==> src/rtl/core/ktl_pkg.sv <==
// Keyword token lexer: shared types, token kind codes and character constants.
// No dependencies; used by every module of the lexer core.
package ktl_pkg;

  localparam int LINE_LENGTH = 256;
  localparam int POS_CAP_INT = ((LINE_LENGTH - 1) < 255) ? (LINE_LENGTH - 1) : 255;
  localparam logic [7:0] POS_CAP = 8'(POS_CAP_INT);

  localparam logic [4:0] KIND_NONE   = 5'd0;
  localparam logic [4:0] KIND_IF     = 5'd1;
  localparam logic [4:0] KIND_WHILE  = 5'd2;
  localparam logic [4:0] KIND_DO     = 5'd3;
  localparam logic [4:0] KIND_ELSE   = 5'd4;
  localparam logic [4:0] KIND_FOR    = 5'd5;
  localparam logic [4:0] KIND_IDENT  = 5'd6;
  localparam logic [4:0] KIND_CONST  = 5'd7;
  localparam logic [4:0] KIND_LT     = 5'd8;
  localparam logic [4:0] KIND_LE     = 5'd9;
  localparam logic [4:0] KIND_GT     = 5'd10;
  localparam logic [4:0] KIND_GE     = 5'd11;
  localparam logic [4:0] KIND_ASSIGN = 5'd12;
  localparam logic [4:0] KIND_EQ     = 5'd13;
  localparam logic [4:0] KIND_LPAREN = 5'd14;
  localparam logic [4:0] KIND_RPAREN = 5'd15;
  localparam logic [4:0] KIND_SEMI   = 5'd16;
  localparam logic [4:0] KIND_PLUS   = 5'd17;
  localparam logic [4:0] KIND_MINUS  = 5'd18;
  localparam logic [4:0] KIND_ERROR  = 5'd19;

  localparam logic [7:0] CH_EOL    = 8'h00;
  localparam logic [7:0] CH_SPACE  = 8'h20;
  localparam logic [7:0] CH_LPAREN = 8'h28;
  localparam logic [7:0] CH_RPAREN = 8'h29;
  localparam logic [7:0] CH_PLUS   = 8'h2B;
  localparam logic [7:0] CH_MINUS  = 8'h2D;
  localparam logic [7:0] CH_SEMI   = 8'h3B;
  localparam logic [7:0] CH_LT     = 8'h3C;
  localparam logic [7:0] CH_EQ     = 8'h3D;
  localparam logic [7:0] CH_GT     = 8'h3E;
  localparam logic [7:0] CH_UNDER  = 8'h5F;
  localparam logic [7:0] CH_LBRACE = 8'h7B;
  localparam logic [7:0] CH_D      = 8'h64;
  localparam logic [7:0] CH_E      = 8'h65;
  localparam logic [7:0] CH_F      = 8'h66;
  localparam logic [7:0] CH_H      = 8'h68;
  localparam logic [7:0] CH_I      = 8'h69;
  localparam logic [7:0] CH_L      = 8'h6C;
  localparam logic [7:0] CH_O      = 8'h6F;
  localparam logic [7:0] CH_R      = 8'h72;
  localparam logic [7:0] CH_S      = 8'h73;
  localparam logic [7:0] CH_W      = 8'h77;

  typedef struct packed {
    logic eol;
    logic space;
    logic alpha;
    logic digit;
    logic under;
    logic delim;
    logic const_end;
  } ktl_class_t;

  typedef struct packed {
    logic [7:0] code;
    ktl_class_t cls;
    logic [7:0] pos;
  } ktl_entry_t;

endpackage

==> src/rtl/core/ktl_front.sv <==
// Keyword token lexer front: accepts characters, classifies them and tracks
// the line position. Depends on ktl_pkg.
module ktl_front (
  input  logic               clk_i,
  input  logic               rst_ni,
  input  logic               in_valid_i,
  input  logic [7:0]         char_code_i,
  input  logic               full_i,
  output logic               in_stall_o,
  output logic               push_o,
  output ktl_pkg::ktl_entry_t entry_o
);

  logic [7:0] pos_q, pos_d;
  logic [7:0] c;

  assign c          = char_code_i;
  assign in_stall_o = full_i;
  assign push_o     = in_valid_i && !full_i;

  always_comb begin
    entry_o.code          = c;
    entry_o.pos           = pos_q;
    entry_o.cls.eol       = (c == ktl_pkg::CH_EOL);
    entry_o.cls.space     = (c == ktl_pkg::CH_SPACE);
    entry_o.cls.alpha     = (c >= 8'h61 && c <= 8'h7A) || (c >= 8'h41 && c <= 8'h5A);
    entry_o.cls.digit     = (c >= 8'h30 && c <= 8'h39);
    entry_o.cls.under     = (c == ktl_pkg::CH_UNDER);
    entry_o.cls.delim     = (c == ktl_pkg::CH_EOL) || (c == ktl_pkg::CH_LT) ||
                            (c == ktl_pkg::CH_GT) || (c == ktl_pkg::CH_LPAREN) ||
                            (c == ktl_pkg::CH_RPAREN) || (c == ktl_pkg::CH_SEMI) ||
                            (c == ktl_pkg::CH_EQ) || (c == ktl_pkg::CH_PLUS) ||
                            (c == ktl_pkg::CH_MINUS);
    entry_o.cls.const_end = (c == ktl_pkg::CH_LPAREN) || (c == ktl_pkg::CH_RPAREN) ||
                            (c == ktl_pkg::CH_LT) || (c == ktl_pkg::CH_GT) ||
                            (c == ktl_pkg::CH_EOL) || (c == ktl_pkg::CH_SEMI) ||
                            (c == ktl_pkg::CH_EQ);
  end

  // advance and saturate; restart at end of line
  always_comb begin
    pos_d = pos_q;
    if (push_o) begin
      if (c == ktl_pkg::CH_EOL) begin
        pos_d = '0;
      end else if (pos_q < ktl_pkg::POS_CAP) begin
        pos_d = pos_q + 8'd1;
      end
    end
  end

  always_ff @(posedge clk_i or negedge rst_ni) begin
    if (!rst_ni) begin
      pos_q <= '0;
    end else begin
      pos_q <= pos_d;
    end
  end

endmodule

==> src/rtl/core/ktl_queue.sv <==
// Keyword token lexer queue: small register FIFO of classified characters
// between front and back. Depends on ktl_pkg.
module ktl_queue #(
  parameter int DEPTH = 4
) (
  input  logic                clk_i,
  input  logic                rst_ni,
  input  logic                push_i,
  input  ktl_pkg::ktl_entry_t wdata_i,
  input  logic                pop_i,
  output ktl_pkg::ktl_entry_t rdata_o,
  output logic                full_o,
  output logic                nempty_o
);

  localparam int PW = (DEPTH > 1) ? $clog2(DEPTH) : 1;
  localparam int CW = $clog2(DEPTH + 1);

  ktl_pkg::ktl_entry_t mem_q [DEPTH];
  logic [PW-1:0] wr_ptr_q, wr_ptr_d, rd_ptr_q, rd_ptr_d;
  logic [CW-1:0] count_q, count_d;
  logic          do_push, do_pop;

  assign full_o   = (count_q == CW'(DEPTH));
  assign nempty_o = (count_q != '0);
  assign do_push  = push_i && !full_o;
  assign do_pop   = pop_i && nempty_o;
  assign rdata_o  = mem_q[rd_ptr_q];

  always_comb begin
    wr_ptr_d = wr_ptr_q;
    rd_ptr_d = rd_ptr_q;
    count_d  = count_q;
    if (do_push) begin
      wr_ptr_d = (wr_ptr_q == PW'(DEPTH - 1)) ? '0 : wr_ptr_q + PW'(1);
    end
    if (do_pop) begin
      rd_ptr_d = (rd_ptr_q == PW'(DEPTH - 1)) ? '0 : rd_ptr_q + PW'(1);
    end
    if (do_push && !do_pop) begin
      count_d = count_q + CW'(1);
    end else if (do_pop && !do_push) begin
      count_d = count_q - CW'(1);
    end
  end

  always_ff @(posedge clk_i or negedge rst_ni) begin
    if (!rst_ni) begin
      wr_ptr_q <= '0;
      rd_ptr_q <= '0;
      count_q  <= '0;
    end else begin
      wr_ptr_q <= wr_ptr_d;
      rd_ptr_q <= rd_ptr_d;
      count_q  <= count_d;
    end
  end

  always_ff @(posedge clk_i) begin
    if (do_push) begin
      mem_q[wr_ptr_q] <= wdata_i;
    end
  end

endmodule

==> src/rtl/core/ktl_back.sv <==
// Keyword token lexer back: runs the token automaton on queued characters and
// holds the result register. Depends on ktl_pkg.
module ktl_back (
  input  logic                clk_i,
  input  logic                rst_ni,
  input  logic                nempty_i,
  input  ktl_pkg::ktl_entry_t entry_i,
  output logic                pop_o,
  output logic                out_valid_o,
  input  logic                out_stall_i,
  output logic [4:0]          token_kind_o,
  output logic [7:0]          start_pos_o,
  output logic [7:0]          end_pos_o,
  output logic                end_of_line_o
);

  typedef enum logic [4:0] {
    ST_IDLE, ST_I, ST_IF, ST_W, ST_WH, ST_WHI, ST_WHIL, ST_WHILE, ST_D, ST_DO,
    ST_E, ST_EL, ST_ELS, ST_ELSE, ST_F, ST_FO, ST_FOR, ST_ID_START, ST_ID,
    ST_LT, ST_LE, ST_GT, ST_GE, ST_ASSIGN, ST_EQ, ST_CONST, ST_LPAREN,
    ST_RPAREN, ST_SEMI, ST_PLUS, ST_MINUS
  } lex_state_e;

  typedef struct packed {
    lex_state_e next;
    logic [4:0] emit;
    logic       rerun;
    logic       start;
    logic       err;
  } step_t;

  function automatic step_t lex_step(lex_state_e s, logic [7:0] c,
                                     ktl_pkg::ktl_class_t k);
    step_t      r;
    logic [7:0] want;
    lex_state_e adv;
    logic       word;
    r.next  = s;
    r.emit  = ktl_pkg::KIND_NONE;
    r.rerun = 1'b0;
    r.start = 1'b0;
    r.err   = 1'b0;
    want    = '0;
    adv     = ST_IDLE;
    word    = k.alpha || k.digit || k.under;
    unique case (s)
      ST_IDLE: begin
        if (c == ktl_pkg::CH_I) r.next = ST_I;
        else if (c == ktl_pkg::CH_W) r.next = ST_W;
        else if (c == ktl_pkg::CH_D) r.next = ST_D;
        else if (c == ktl_pkg::CH_E) r.next = ST_E;
        else if (c == ktl_pkg::CH_F) r.next = ST_F;
        else if (k.alpha || k.under) r.next = ST_ID_START;
        else if (c == ktl_pkg::CH_LT) r.next = ST_LT;
        else if (c == ktl_pkg::CH_GT) r.next = ST_GT;
        else if (c == ktl_pkg::CH_EQ) r.next = ST_ASSIGN;
        else if (k.digit) r.next = ST_CONST;
        else if (c == ktl_pkg::CH_LPAREN) r.next = ST_LPAREN;
        else if (c == ktl_pkg::CH_RPAREN) r.next = ST_RPAREN;
        else if (c == ktl_pkg::CH_SEMI) r.next = ST_SEMI;
        else if (c == ktl_pkg::CH_PLUS) r.next = ST_PLUS;
        else if (c == ktl_pkg::CH_MINUS) r.next = ST_MINUS;
        r.start = (r.next != ST_IDLE);
      end
      ST_I: begin
        want = ktl_pkg::CH_F; adv = ST_IF;
      end
      ST_W: begin
        want = ktl_pkg::CH_H; adv = ST_WH;
      end
      ST_WH: begin
        want = ktl_pkg::CH_I; adv = ST_WHI;
      end
      ST_WHI: begin
        want = ktl_pkg::CH_L; adv = ST_WHIL;
      end
      ST_WHIL: begin
        want = ktl_pkg::CH_E; adv = ST_WHILE;
      end
      ST_D: begin
        want = ktl_pkg::CH_O; adv = ST_DO;
      end
      ST_E: begin
        want = ktl_pkg::CH_L; adv = ST_EL;
      end
      ST_EL: begin
        want = ktl_pkg::CH_S; adv = ST_ELS;
      end
      ST_ELS: begin
        want = ktl_pkg::CH_E; adv = ST_ELSE;
      end
      ST_F: begin
        want = ktl_pkg::CH_O; adv = ST_FO;
      end
      ST_FO: begin
        want = ktl_pkg::CH_R; adv = ST_FOR;
      end
      ST_IF, ST_WHILE, ST_FOR: begin
        if (c == ktl_pkg::CH_LPAREN || k.eol) begin
          r.emit = (s == ST_IF) ? ktl_pkg::KIND_IF :
                   (s == ST_WHILE) ? ktl_pkg::KIND_WHILE : ktl_pkg::KIND_FOR;
        end else begin
          r.next  = ST_ID_START;
          r.rerun = 1'b1;
        end
      end
      ST_ELSE: begin
        if (c == ktl_pkg::CH_LBRACE || k.eol) begin
          r.emit = ktl_pkg::KIND_ELSE;
        end else begin
          r.next  = ST_ID_START;
          r.rerun = 1'b1;
        end
      end
      ST_DO: begin
        if (c == ktl_pkg::CH_LBRACE || k.space || k.eol || c == ktl_pkg::CH_LPAREN) begin
          r.emit = ktl_pkg::KIND_DO;
        end
      end
      ST_ID_START: begin
        if (word) begin
          r.next = ST_ID;
        end else if (k.delim) begin
          r.next  = ST_ID;
          r.rerun = 1'b1;
        end
      end
      ST_ID: begin
        if (k.delim) r.emit = ktl_pkg::KIND_IDENT;
      end
      ST_LT, ST_GT: begin
        if (c == ktl_pkg::CH_EQ) begin
          r.next = (s == ST_LT) ? ST_LE : ST_GE;
        end else if (word) begin
          r.emit = (s == ST_LT) ? ktl_pkg::KIND_LT : ktl_pkg::KIND_GT;
        end
      end
      ST_LE, ST_GE: begin
        if (word) r.emit = (s == ST_LE) ? ktl_pkg::KIND_LE : ktl_pkg::KIND_GE;
      end
      ST_ASSIGN: begin
        if (c == ktl_pkg::CH_EQ) r.next = ST_EQ;
        else r.emit = ktl_pkg::KIND_ASSIGN;
      end
      ST_EQ: begin
        if (k.alpha || k.digit) r.emit = ktl_pkg::KIND_EQ;
      end
      ST_CONST: begin
        if (k.alpha) begin
          r.err  = 1'b1;
          r.next = ST_IDLE;
        end else if (k.const_end) begin
          r.emit = ktl_pkg::KIND_CONST;
        end
      end
      ST_LPAREN: r.emit = ktl_pkg::KIND_LPAREN;
      ST_RPAREN: r.emit = ktl_pkg::KIND_RPAREN;
      ST_SEMI:   r.emit = ktl_pkg::KIND_SEMI;
      ST_PLUS:   r.emit = ktl_pkg::KIND_PLUS;
      ST_MINUS:  r.emit = ktl_pkg::KIND_MINUS;
      default:   r.next = ST_IDLE;
    endcase
    if (want != '0) begin
      if (c == want) begin
        r.next = adv;
      end else begin
        r.next  = ST_ID_START;
        r.rerun = 1'b1;
      end
    end
    if (r.emit != ktl_pkg::KIND_NONE) begin
      r.next  = ST_IDLE;
      r.rerun = 1'b1;
    end
    return r;
  endfunction

  lex_state_e state_q, state_d, chain_state;
  logic [7:0] tokst_q, tokst_d;
  logic       hold_q, hold_d;
  logic       out_valid_q, out_valid_d, eol_q, eol_d;
  logic [4:0] kind_q, kind_d, chain_kind;
  logic [7:0] spos_q, spos_d, epos_q, epos_d, prev_pos;
  logic       chain_err, chain_start, go;
  step_t      steps [4];

  assign pop_o = nempty_i && (!out_valid_q || !out_stall_i);
  assign prev_pos = (entry_i.pos == '0) ? '0 : entry_i.pos - 8'd1;

  // rerun the completing character through at most four automaton steps
  always_comb begin
    chain_state = state_q;
    chain_kind  = ktl_pkg::KIND_NONE;
    chain_err   = 1'b0;
    chain_start = 1'b0;
    go          = 1'b1;
    for (int i = 0; i < 4; i++) begin
      steps[i] = lex_step(chain_state, entry_i.code, entry_i.cls);
      if (go) begin
        chain_state = steps[i].next;
        if (steps[i].emit != ktl_pkg::KIND_NONE) chain_kind = steps[i].emit;
        chain_err   = chain_err || steps[i].err;
        chain_start = chain_start || steps[i].start;
        go          = steps[i].rerun;
      end
    end
  end

  always_comb begin
    state_d     = state_q;
    tokst_d     = tokst_q;
    hold_d      = hold_q;
    out_valid_d = out_valid_q && out_stall_i;
    kind_d      = kind_q;
    spos_d      = spos_q;
    epos_d      = epos_q;
    eol_d       = eol_q;
    if (pop_o) begin
      out_valid_d = 1'b0;
      if (entry_i.cls.eol) begin
        out_valid_d = 1'b1;
        eol_d       = 1'b1;
        kind_d      = hold_q ? ktl_pkg::KIND_NONE : chain_kind;
        spos_d      = (kind_d == ktl_pkg::KIND_NONE) ? '0 : tokst_q;
        epos_d      = (kind_d == ktl_pkg::KIND_NONE) ? '0 : prev_pos;
        state_d     = ST_IDLE;
        tokst_d     = '0;
        hold_d      = 1'b0;
      end else if (!hold_q && !entry_i.cls.space) begin
        eol_d = 1'b0;
        if (chain_err) begin
          out_valid_d = 1'b1;
          kind_d      = ktl_pkg::KIND_ERROR;
          spos_d      = entry_i.pos;
          epos_d      = entry_i.pos;
          hold_d      = 1'b1;
          state_d     = ST_IDLE;
        end else begin
          state_d = chain_state;
          if (chain_start) tokst_d = entry_i.pos;
          if (chain_kind != ktl_pkg::KIND_NONE) begin
            out_valid_d = 1'b1;
            kind_d      = chain_kind;
            spos_d      = tokst_q;
            epos_d      = prev_pos;
          end
        end
      end
    end
  end

  always_ff @(posedge clk_i or negedge rst_ni) begin
    if (!rst_ni) begin
      state_q     <= ST_IDLE;
      tokst_q     <= '0;
      hold_q      <= 1'b0;
      out_valid_q <= 1'b0;
      kind_q      <= ktl_pkg::KIND_NONE;
      spos_q      <= '0;
      epos_q      <= '0;
      eol_q       <= 1'b0;
    end else begin
      state_q     <= state_d;
      tokst_q     <= tokst_d;
      hold_q      <= hold_d;
      out_valid_q <= out_valid_d;
      kind_q      <= kind_d;
      spos_q      <= spos_d;
      epos_q      <= epos_d;
      eol_q       <= eol_d;
    end
  end

  assign out_valid_o   = out_valid_q;
  assign token_kind_o  = kind_q;
  assign start_pos_o   = spos_q;
  assign end_pos_o     = epos_q;
  assign end_of_line_o = eol_q;

endmodule

==> src/rtl/core/keyword_token_lexer_core.sv <==
// Keyword token lexer top level: front, request queue and automaton back.
// Depends on ktl_pkg, ktl_front, ktl_queue and ktl_back.
//
//   channel  dir  handshake              payload
//   in       in   in_valid_i/in_stall_o  char_code_i
//   out      out  out_valid_o/out_stall_i token_kind_o start_pos_o end_pos_o
//                                        end_of_line_o
//
// One request per cycle sustained while out_stall_i does not hold the result; an
// accepted request is first written into the queue, then the queue entry is read
// and the result register loaded.
// The automaton re-runs a completing character through up to four steps in a single combinational pass.
// Reset clears position, automaton state, queue and result valid.
// Output stalls fill the QUEUE_DEPTH-entry queue before in_stall_o rises.
module keyword_token_lexer_core #(
  parameter int QUEUE_DEPTH = 4
) (
  input  logic       clk_i,
  input  logic       rst_ni,
  input  logic       in_valid_i,
  output logic       in_stall_o,
  input  logic [7:0] char_code_i,
  output logic       out_valid_o,
  input  logic       out_stall_i,
  output logic [4:0] token_kind_o,
  output logic [7:0] start_pos_o,
  output logic [7:0] end_pos_o,
  output logic       end_of_line_o
);

  ktl_pkg::ktl_entry_t push_entry, pop_entry;
  logic push, pop, full, nempty;

  ktl_front u_front (
    .clk_i       (clk_i),
    .rst_ni      (rst_ni),
    .in_valid_i  (in_valid_i),
    .char_code_i (char_code_i),
    .full_i      (full),
    .in_stall_o  (in_stall_o),
    .push_o      (push),
    .entry_o     (push_entry)
  );

  ktl_queue #(
    .DEPTH (QUEUE_DEPTH)
  ) u_queue (
    .clk_i    (clk_i),
    .rst_ni   (rst_ni),
    .push_i   (push),
    .wdata_i  (push_entry),
    .pop_i    (pop),
    .rdata_o  (pop_entry),
    .full_o   (full),
    .nempty_o (nempty)
  );

  ktl_back u_back (
    .clk_i         (clk_i),
    .rst_ni        (rst_ni),
    .nempty_i      (nempty),
    .entry_i       (pop_entry),
    .pop_o         (pop),
    .out_valid_o   (out_valid_o),
    .out_stall_i   (out_stall_i),
    .token_kind_o  (token_kind_o),
    .start_pos_o   (start_pos_o),
    .end_pos_o     (end_pos_o),
    .end_of_line_o (end_of_line_o)
  );

endmodule

==> config.mk <==
export PLATFORM = sky130hd
export DESIGN_NAME = keyword_token_lexer_core
export DESIGN_NICKNAME = d
export VERILOG_FILES = /design/src/rtl/core/ktl_pkg.sv /design/src/rtl/core/ktl_front.sv /design/src/rtl/core/ktl_queue.sv /design/src/rtl/core/ktl_back.sv /design/src/rtl/core/keyword_token_lexer_core.sv
export SDC_FILE = /design/constraint.sdc
export NUM_CORES = 1
export LEC_CHECK = 0
export BUFFER_PORTS_ARGS = -buffer_cell sky130_fd_sc_hd__buf_2
export CAP_MARGIN = 25
export CORE_MARGIN = 1.5
export CORE_UTILIZATION = 68
export DETAILED_ROUTE_END_ITERATION = 12
export PLACE_DENSITY = 0.87
export SETUP_SLACK_MARGIN = 0.2
export SLEW_MARGIN = 20
export SYNTH_ARGS = -nofsm -noshare
export SYNTH_HDL_FRONTEND = slang
export SYNTH_SLANG_ARGS = --single-unit
export TNS_END_PERCENT = 50
==> constraint.sdc <==
create_clock -name clk_i -period 7.57 [get_ports clk_i]
set_input_delay 1.1355 -clock clk_i [delete_from_list [all_inputs] [get_ports clk_i]]
set_output_delay 1.1355 -clock clk_i [all_outputs]
set_load 0.01 [all_outputs]
# Word level (Yosys, flattened, before mapping)
# Memories as Yosys holds them, arrays and structs flattened.
# Cells that the tools add are included.
[classes]
order_cmp = 7
n_mul = 0
addsub = 6
n_div = 0
shifts = 0
reduce_logical = 108
n_eq_ne = 152
muxes = 247
bitwise_logic = 0
[ops]
columns = ["cell", "n"]
rows = [
  ["two-way mux 5 bit", 142],
  ["equality test 5 bit (second input constant)", 60],
  ["one-hot mux 5 bit (14 select lines)", 4],
  ["one-hot mux 7 bit (8 select lines)", 4],
  ["one-hot mux 5 bit (11 select lines)", 4],
  ["equality test 5 x 4 -> 1 bit (second input constant)", 32],
  ["one-hot mux 5 bit (8 select lines)", 4],
  ["equality test 8 x 6 -> 1 bit (second input constant)", 17],
  ["two-way mux 8 bit", 17],
  ["OR reduction 21 bit", 4],
  ["equality test 5 x 3 -> 1 bit (second input constant)", 16],
  ["equality test 8 x 7 -> 1 bit (second input constant)", 7],
  ["nonzero test 5 bit", 9],
  ["two-way mux 1 bit", 42],
  ["equality test 5 x 2 -> 1 bit (second input constant)", 8],
  ["OR reduction 2 bit", 20],
  ["equality test 8 x 7 -> 1 bit", 4],
  ["nonzero test 8 bit", 4],
  ["logical OR 1 bit", 30],
  ["two-way mux 2 bit", 15],
  ["two-way mux 3 bit", 10],
  ["zero test 5 bit", 5],
  ["equality test 5 x 1 -> 1 bit (second input constant)", 4],
  ["greater-or-equal comparator 8 x 7 -> 1 bit (second input constant)", 2],
  ["other kinds (23)", 56],
]
[totals]
mem_count = 1
ram_bits = 92
reg_bits = 52
wordCells = 533
inputBits = 12
latch_bits = 0
output_inout_bits = 24
rom_bits = 0
[memory_table]
columns = ["name", "depth", "word_bits", "read_ports", "rd_ports_with_merged_regs", "write_ports", "line_no", "source"]
rows = [
  ["u_queue.mem_q", 4, 23, 1, 0, 1, "ktl_queue.sv:19", "ktl_pkg::ktl_entry_t mem_q [DEPTH];"],
]

# Depth between registers and ports, before layout
# Gate-level depths: netlist of the first run.
# An unclocked memory read counts as a cell.
[depth]
word_depth = 85
mapped_depth = 22
ltp_nobuf = 16

# By module
# Synthesis of the first run repeated with hierarchy kept, for this count alone.
[hier_totals]
cells_unflattened = 935
area_unflattened_um2 = 9808.2
[by_module_without_submodules]
columns = ["mod", "instances", "cells_each", "seq_area_each_um2", "area_per_inst_um2"]
rows = [
  ["ktl_back", 1, 686, 925.9, 5208.7],
  ["ktl_queue", 1, 158, 2937.8, 3829.9],
  ["ktl_front", 1, 91, 200.2, 769.5],
]

# Least setup slack after synthesis of the first run
# OpenSTA, ideal clock, no wires.
[synth_timing]
path_type = "reg2reg"
start = "register u_queue.rd_ptr_q[0]"
end = "register u_back.state_q[4]"
path_stages_with_launch = 18
setup_slack_ns = 2.818
required_time_ns = 7.474
period_less_slack_ns = 4.752
t_arrival_ns = 4.656
cell_sequence = "dfrtp_1 -> buf_6 -> buf_6 -> mux4_2 -> buf_6 -> buf_6 -> or4_4 -> a31o_4 -> and3_4 -> o311a_1 -> or4_1 -> o21bai_2 -> nand2_2 -> or4_1 -> o2111ai_1 -> a21oi_1 -> a2bb2oi_1 -> o31ai_1"
[synth_between]
elab_chain_cells = 84
elab_cells_between_ends = 342
classes_between = "eq/ne: 108; mux: 187; reduce/logical: 46; memory: 1"
[synth_lines]
columns = ["element", "line_no", "source"]
rows = [
  ["start, declared", "ktl_queue.sv:20", "logic [PW-1:0] wr_ptr_q, wr_ptr_d, rd_ptr_q, rd_ptr_d;"],
  ["start signal, assigned", "ktl_queue.sv:54", "rd_ptr_q <= rd_ptr_d;"],
  ["memory read (4 x 23 bit) *", "-", ""],
  ["equality test 8 x 6 -> 1 bit", "ktl_back.sv:62", "else if (c == ktl_pkg::CH_MINUS) r.next = ST_MINUS;"],
  ["two-way mux 5 bit", "ktl_back.sv:62", ""],
  ["two-way mux 5 bit", "ktl_back.sv:61", "else if (c == ktl_pkg::CH_PLUS) r.next = ST_PLUS;"],
  ["two-way mux 5 bit", "ktl_back.sv:60", "else if (c == ktl_pkg::CH_SEMI) r.next = ST_SEMI;"],
  ["two-way mux 5 bit", "ktl_back.sv:59", "else if (c == ktl_pkg::CH_RPAREN) r.next = ST_RPAREN;"],
  ["two-way mux 5 bit", "ktl_back.sv:58", "else if (c == ktl_pkg::CH_LPAREN) r.next = ST_LPAREN;"],
  ["two-way mux 5 bit", "ktl_back.sv:57", "else if (k.digit) r.next = ST_CONST;"],
  ["[... 68 more ...]", "-", ""],
  ["two-way mux 5 bit", "ktl_back.sv:46", "unique case (s)"],
  ["one-hot mux 5 bit (8 select lines)", "ktl_back.sv:46", ""],
  ["two-way mux 5 bit", "ktl_back.sv:163", "if (want != '0) begin"],
  ["two-way mux 5 bit", "ktl_back.sv:171", "if (r.emit != ktl_pkg::KIND_NONE) begin"],
  ["two-way mux 5 bit", "ktl_back.sv:199", "if (go) begin"],
  ["two-way mux 5 bit", "ktl_back.sv:231", "if (chain_err) begin"],
  ["two-way mux 5 bit", "ktl_back.sv:229", "end else if (!hold_q && !entry_i.cls.space) begin"],
  ["two-way mux 5 bit", "ktl_back.sv:220", "if (entry_i.cls.eol) begin"],
  ["end signal, assigned", "ktl_back.sv:263", "state_q <= state_d;"],
  ["end, declared", "ktl_back.sv:178", "lex_state_e state_q, state_d, chain_state;"],
]
# Mark *: on every way between the ends. The rest lies on a longest branch, timed or not. The select of a mux whose other input is x is not followed.
# A chain may end at the register's enable or synchronous reset.

# Final worst setup path of the first run
# Same ends and word-level chain as after synthesis.

==> impl_metrics.ini, run 1 <==
[layout]
antenna_cells = 0
area_growth_pct = 9.94
nNetsFinal = 916
fin_util_pct = 77.5
drive_gt1_share_pct = 16.9

[hold_path]
worstHoldStart = u_back.tokst_q[6]
hold_end = u_back.tokst_q[6]
hold_depth = 1
hold_path_class = reg -> reg

[detailed_routing]
drtIter0Drc = 1839
vias = 8482
firstDrtPassIters = 9
viasPerCell = 7.86
antenna_left = 0
wirelength_um = 30300
drcViolationCount = 0
wl_per_cell_um = 28.1

[sta]
timing.fmax_mhz = 155
rsz0062_at_grt = false
relSlewSlack_pct = 32.8
hold_viol = 0
fin_skew_ns = 0.0126
finalSetupViolations = 0
period_needed_ns = 6.45
finalCritPeriodShare_pct = 85.2
tightest_slew_ns = 1.01
report.final.slew_viol_count = 0
setup_tns_ns = 0

[critical_path]
rrSetupSlack_ns = 1.12
required_ns = 7.87
slowest_delay_ns = 0.94
crit_path_start = u_queue.rd_ptr_q[0]
cp-start-kind = flop
path_common_cell = a221oi_1
path_buf_inv = 1
critPathCaptureType = flop
critical_path_class = reg -> reg
cpMaxStageDelayCell = dfrtp_1
path_cells = mux4_2 -> nor4bb_2 -> buf_4 -> a31oi_2 -> o221ai_1 -> a221oi_1 -> a21oi_2 -> and3_4 -> o311a_1 -> or4_1 -> o21bai_2 -> nand2_2 -> nand4b_1 -> a41oi_1 -> nor2_1 -> a221oi_1 -> o31ai_1
rr_worst_depth = 17
r2r_start = u_queue.rd_ptr_q[0]
path_delay_family = compound AO/OA/AOI/OAI gates
cp_num_cells = 17
regToRegEndpoint = u_back.state_q[4]
crit_arrival_ns = 6.75
critPathMaxFanout = 17

[global_routing]
grt_usage_pct = 44.7
grt-ovfl-total = 0
grt_pass1_vias = 8042
grt_pass1_wl_um = 47300
antenna_found_initial = 0
grt_max_degree = 41

[placement]
dp_hpwl_um = 19600
port_buffers = 35
place_congestion = 1.01

[yosys]
syn_nets = 894
synthTopCellsByArea = edfxtp_1 (31%), dfrtp_1 (15%), mux4_2 (5.5%)
synthFlopType = edfxtp_1
seq_area_frac_synth_pct = 45.3
synth.avg_cell_area_sq_um = 10.3
synth_top_area_cell = edfxtp_1
synthCells = 872
synth_edf_count = 92
synth-async-reset-ratio_pct = 36.1
yosysTopAreaCellShare_pct = 30.8
synth_seq_cells = 144
synth_area_sq_um = 8970
yosys_warnings = 0
synth_cell_types = 100

[die]
dieArea_sq_um = 13900
core_sq_um = 12700
rows = 41
io_pins = 36
die_h_um = 118
initial_core_util_pct = 70.5
die_w_um = 118

[pwr]
power_density_nw_per_um2 = 471
power.leakage_nw = 3.66
peakVddDrop_v = 0.000445
total_power_mw = 4.64

[clock_network]
insertion_delay_ns = 0.44
cts_root_buf = clkbuf_16
cts_max_level = 4
cts_setup_buffers = 0
clkSlewWorstSetupHoldPaths_ns = 0.06
cts_sinks = 144
cts_hold_buffers = 0
cts_tree = built
clockBufferDepth = 2
cts_buffers = 17
cts_resized = 0

[run_status]
status = completed

[flow_run]
maxCapViolations = 0
## worst register-to-register path, stage by stage (launching register included)
cell	delay, ns
dfrtp_1	0.94
mux4_2	0.78
nor4bb_2	0.25
buf_4	0.21
a31oi_2	0.56
o221ai_1	0.24
a221oi_1	0.42
a21oi_2	0.23
and3_4	0.21
o311a_1	0.37
or4_1	0.57
o21bai_2	0.20
nand2_2	0.15
nand4b_1	0.26
a41oi_1	0.39
nor2_1	0.10
a221oi_1	0.33
o31ai_1	0.11
## kinds of logic after synthesis
family	after synthesis	share of synthesized area [%]
compound gates	245	20.0
mux	34	6.93
xor+xnor	21	2.05
buf+inv	72	3.54
simple gates	345	20.6
fa+ha+maj	11	1.59
flops	144	45.3
## cell usage after synthesis (13+ instances only)
library cell	count
nor2_1	82
a21oi_1	50
o21ai_0	43
dfrtp_1	52
and2_1	16
clkbuf_1	25
a22oi_1	16
and3_1	14
mux4_2	22
nand3_1	30
a31oi_1	13
buf_2	14
nand2b_1	16
nor2b_1	14
nor3_1	23
nand2_1	69
edfxtp_1	92
inv_1	21
## stage by stage
step | cells | hold slack, ns | worst slack [ns] | area [sq um]
detailed placement | 1046 | 0.496 | 1.44 | 9330
floorplan | 872 | 0.457 | 2.82 | 8970
finish | 1079 | 0.510 | 1.12 | 9860
CTS | 1078 | 0.510 | 1.29 | 9850
global route | 1079 | 0.531 | 0.859 | 9860
global placement | 1040 | 0.476 | 1.54 | 9220
## report_power, final
part | total (mW) | internal [mW] | switching (mW)
combinational | 2.59 | 0.873 | 1.71
sequential | 1.29 | 1.09 | 0.196
clock | 0.771 | 0.419 | 0.352
## worst max-delay path by stage
stage	to	slack (ns)
2_1_floorplan	u_back.state_q[4]	2.82
3_3_place_gp	u_back.tokst_q[4]	1.54
3_5_place_dp	u_back.tokst_q[7]	1.44
4_1_cts	u_back.tokst_q[4]	1.29
5_1_grt	u_back.state_q[0]	0.86
6_report	u_back.state_q[4]	1.12
## sequential cells by signal, summed over array words and instances (netlist names)
name / count
u_queue.mem_q: 92
u_back.end_pos_o: 8
u_back.start_pos_o: 8
u_back.tokst_q: 8
u_front.pos_q: 8
u_back.state_q: 5
u_back.token_kind_o: 5
u_queue.count_q: 3
u_queue.rd_ptr_q: 2
u_queue.wr_ptr_q: 2
u_back.end_of_line_o: 1
u_back.hold_q: 1
u_back.out_valid_o: 1
## per-layer routing
layer  up-vias  part of all wire, %  wire length (um)  track usage [%]
li1       3424                    -                 -                -
met1      3932                   34             10400             57.6
met2       902                   45             13700             69.7
met3       224                   13              4050             11.2
met4         0                  7.1              2140             24.9
met5         -                    0                 0                0
## area by class of cell
cell class / count / area, sq um
clock buffer: 20 / 437
clock inverter: 12 / 83.8
fill: 733 / 2860
inverter: 21 / 78.8
multi-input combinational: 656 / 4600
sequential: 144 / 4060
tap: 172 / 215
timing repair buffer: 54 / 383
## cell usage in the layout (no fill, tap or decap), drive strengths merged, types with 10 or more instances in the layout
master  netlist  final
dfrtp        52     52
nor4         13     13
a21oi        51     51
xnor2        10     10
nor3         26     26
buf          26     54
o31ai        14     14
clkbuf       25     20
inv          21     25
xor2         11     11
mux4         22     22
and2         16     16
nand4        10     10
a22oi        16     16
nand3        31     31
nor2         83     83
a31oi        15     15
o21ai        51     51
and3         15     15
nand2        72     72
edfxtp       92     92
nor2b        14     14
nand2b       16     16
No activity file was read; power rests on OpenSTA's default activity.
==> inputs of run 2 (changes only) <==
--- a/config.mk
+++ b/config.mk
@@ -8,9 +8,9 @@
 export BUFFER_PORTS_ARGS = -buffer_cell sky130_fd_sc_hd__buf_2
 export CAP_MARGIN = 25
 export CORE_MARGIN = 1.5
-export CORE_UTILIZATION = 68
+export CORE_UTILIZATION = 60
 export DETAILED_ROUTE_END_ITERATION = 12
-export PLACE_DENSITY = 0.87
+export PLACE_DENSITY = 0.78
 export SETUP_SLACK_MARGIN = 0.2
 export SLEW_MARGIN = 20
 export SYNTH_ARGS = -nofsm -noshare
==> constraint.sdc (replaced) <==
create_clock -name clk_i -period 7.57 [get_ports clk_i]
set_input_delay 1.1355 -clock clk_i [delete_from_list [all_inputs] [get_ports clk_i]]
set_output_delay 1.1355 -clock clk_i [all_outputs]
set_load 0.1 [all_outputs]
==> run 2 against run 1 <==
  * Die area grew 13%
  * Hold slack lost 0.010 ns
  * Setup slack gained 0.11 ns
  * Final cell count grew 0.65%
  * Critical path type unchanged
  * Register-to-register slack gained 0.11 ns
  * Utilization shrank 10 points
  * Routed wire length shrank 19%
  * Largest cell class unchanged
==> impl_metrics.ini, run 2 (synthesis gave the netlist of run 1 again) <==
[placement]
pre_cts_slack_ns = 1.42
place_congestion = 1.04
dp_hpwl_um = 17500
port_buffers = 35

[critical_path]
critical_path_class = reg -> reg
rrSetupSlack_ns = 1.23
critPathMaxFanout = 17
critPathCaptureType = flop
rr_worst_depth = 17
crit_arrival_ns = 6.64
required_ns = 7.87
cp-start-kind = flop

[sta]
setup_tns_ns = 0
rsz0062_at_grt = false
hold_viol = 0
tightest_slew_ns = 1.02
finalCritPeriodShare_pct = 83.8
relSlewSlack_pct = 29.8
timing.fmax_mhz = 158
fin_ws_ns = 1.23
holdWs_ns = 0.499
period_needed_ns = 6.34
fin_skew_ns = 0.0125
finalSetupViolations = 0
report.final.slew_viol_count = 0

[flow_run]
maxCapViolations = 0

[die]
core_sq_um = 14600
io_pins = 36
rows = 44
die_h_um = 125
initial_core_util_pct = 61.5
die_w_um = 125
dieArea_sq_um = 15700

[pwr]
peakVddDrop_v = 0.000321
total_power_mw = 4.85
power.leakage_nw = 3.66
power_density_nw_per_um2 = 492

[layout]
largest_register = u_queue.mem_q
area_growth_pct = 9.73
largest_reg_flops = 92
antenna_cells = 0
drive_gt1_share_pct = 17.3
fillCellCount = 1088
layout_commonest_cell = edfxtp_1
final_cell_mix = edfxtp_1 (92), nor2_1 (82), nand2_1 (69), dfrtp_1 (52), a21oi_1 (49)
nNetsFinal = 911

[global_routing]
grt-ovfl-total = 0
grt_usage_pct = 32.5
grt_pass1_vias = 7315
grt_max_degree = 53
antenna_found_initial = 0
grt_pass1_wl_um = 40000

[detailed_routing]
wl_per_cell_um = 22.6
drtIter0Drc = 1065
drcViolationCount = 0
viasPerCell = 6.96
vias = 7562
antenna_left = 0
wirelength_um = 24600
firstDrtPassIters = 5

[hold_path]
hold_depth = 1
hold_path_class = reg -> reg

[clock_network]
cts_hold_buffers = 0
cts_setup_buffers = 0
clockBufferDepth = 2
cts_tree = built
cts_sinks = 144
cts_resized = 0
clkSlewWorstSetupHoldPaths_ns = 0.06
cts_root_buf = clkbuf_16
cts_max_level = 4
cts_buffers = 17
insertion_delay_ns = 0.44

[run_status]
status = completed
[run 2: worst paths after layout]
path                                             start                     end
worst max-delay path               u_queue.rd_ptr_q[0]       u_back.state_q[4]
worst min-delay path            u_back.token_kind_o[3]  u_back.token_kind_o[3]
worst max register to register     u_queue.rd_ptr_q[0]       u_back.state_q[4]
worst min register to register  u_back.token_kind_o[3]  u_back.token_kind_o[3]
max in group asynchronous                       rst_ni      u_queue.count_q[2]
min in group asynchronous                       rst_ni       u_back.state_q[3]
[run 2: metal layers]
layer / wire length, um / GRT usage (%)
met1: 10400 / 46.9
met2: 11400 / 49.4
met3: 2090 / 6.38
met4: 623 / 11.6
met5: 0 / 0
[run 2: power by group]
| group | internal [mW] | switching [mW] |
|---|---|---|
| Clock | 0.452 | 0.360 |
| Combinational | 0.844 | 1.95 |
| Sequential | 1.09 | 0.149 |
[run 2: through the flow]
step | cells | area [sq um] | utilization, %
after floorplan | 872 | 8970 | -
after global placement | 1050 | 9220 | 63.2
after detailed placement | 1051 | 9250 | 63.4
after CTS | 1083 | 9820 | 67.3
after global routing | 1086 | 9850 | 67.5
final | 1086 | 9850 | 67.5
[run 2: layout make-up]
class	instances	area, sq um	area share [%]
multi-input cells	656	4610	46.8
clock buffers	19	454	4.61
inverters	21	78.8	0.801
well taps	184	230	2.34
flip-flops and latches	144	4060	41.3
repair buffers	49	285	2.90
clock inverters	13	124	1.26
[run 2: critical path, cell delays in order, from the launching register on]
cell and delay [ns]:
dfrtp_1 0.71, mux4_2 0.75, nor4bb_2 0.23, buf_4 0.20, a31oi_2 0.56, nor2_1 0.15
nor4_2 0.51, nand3_2 0.30, nor2_1 0.52, nand3_1 0.19, o211ai_2 0.39, o21ai_1 0.15
and2_1 0.26, a41oi_1 0.31, a41o_1 0.32, o31ai_1 0.10, a221oi_1 0.41, o31ai_1 0.12
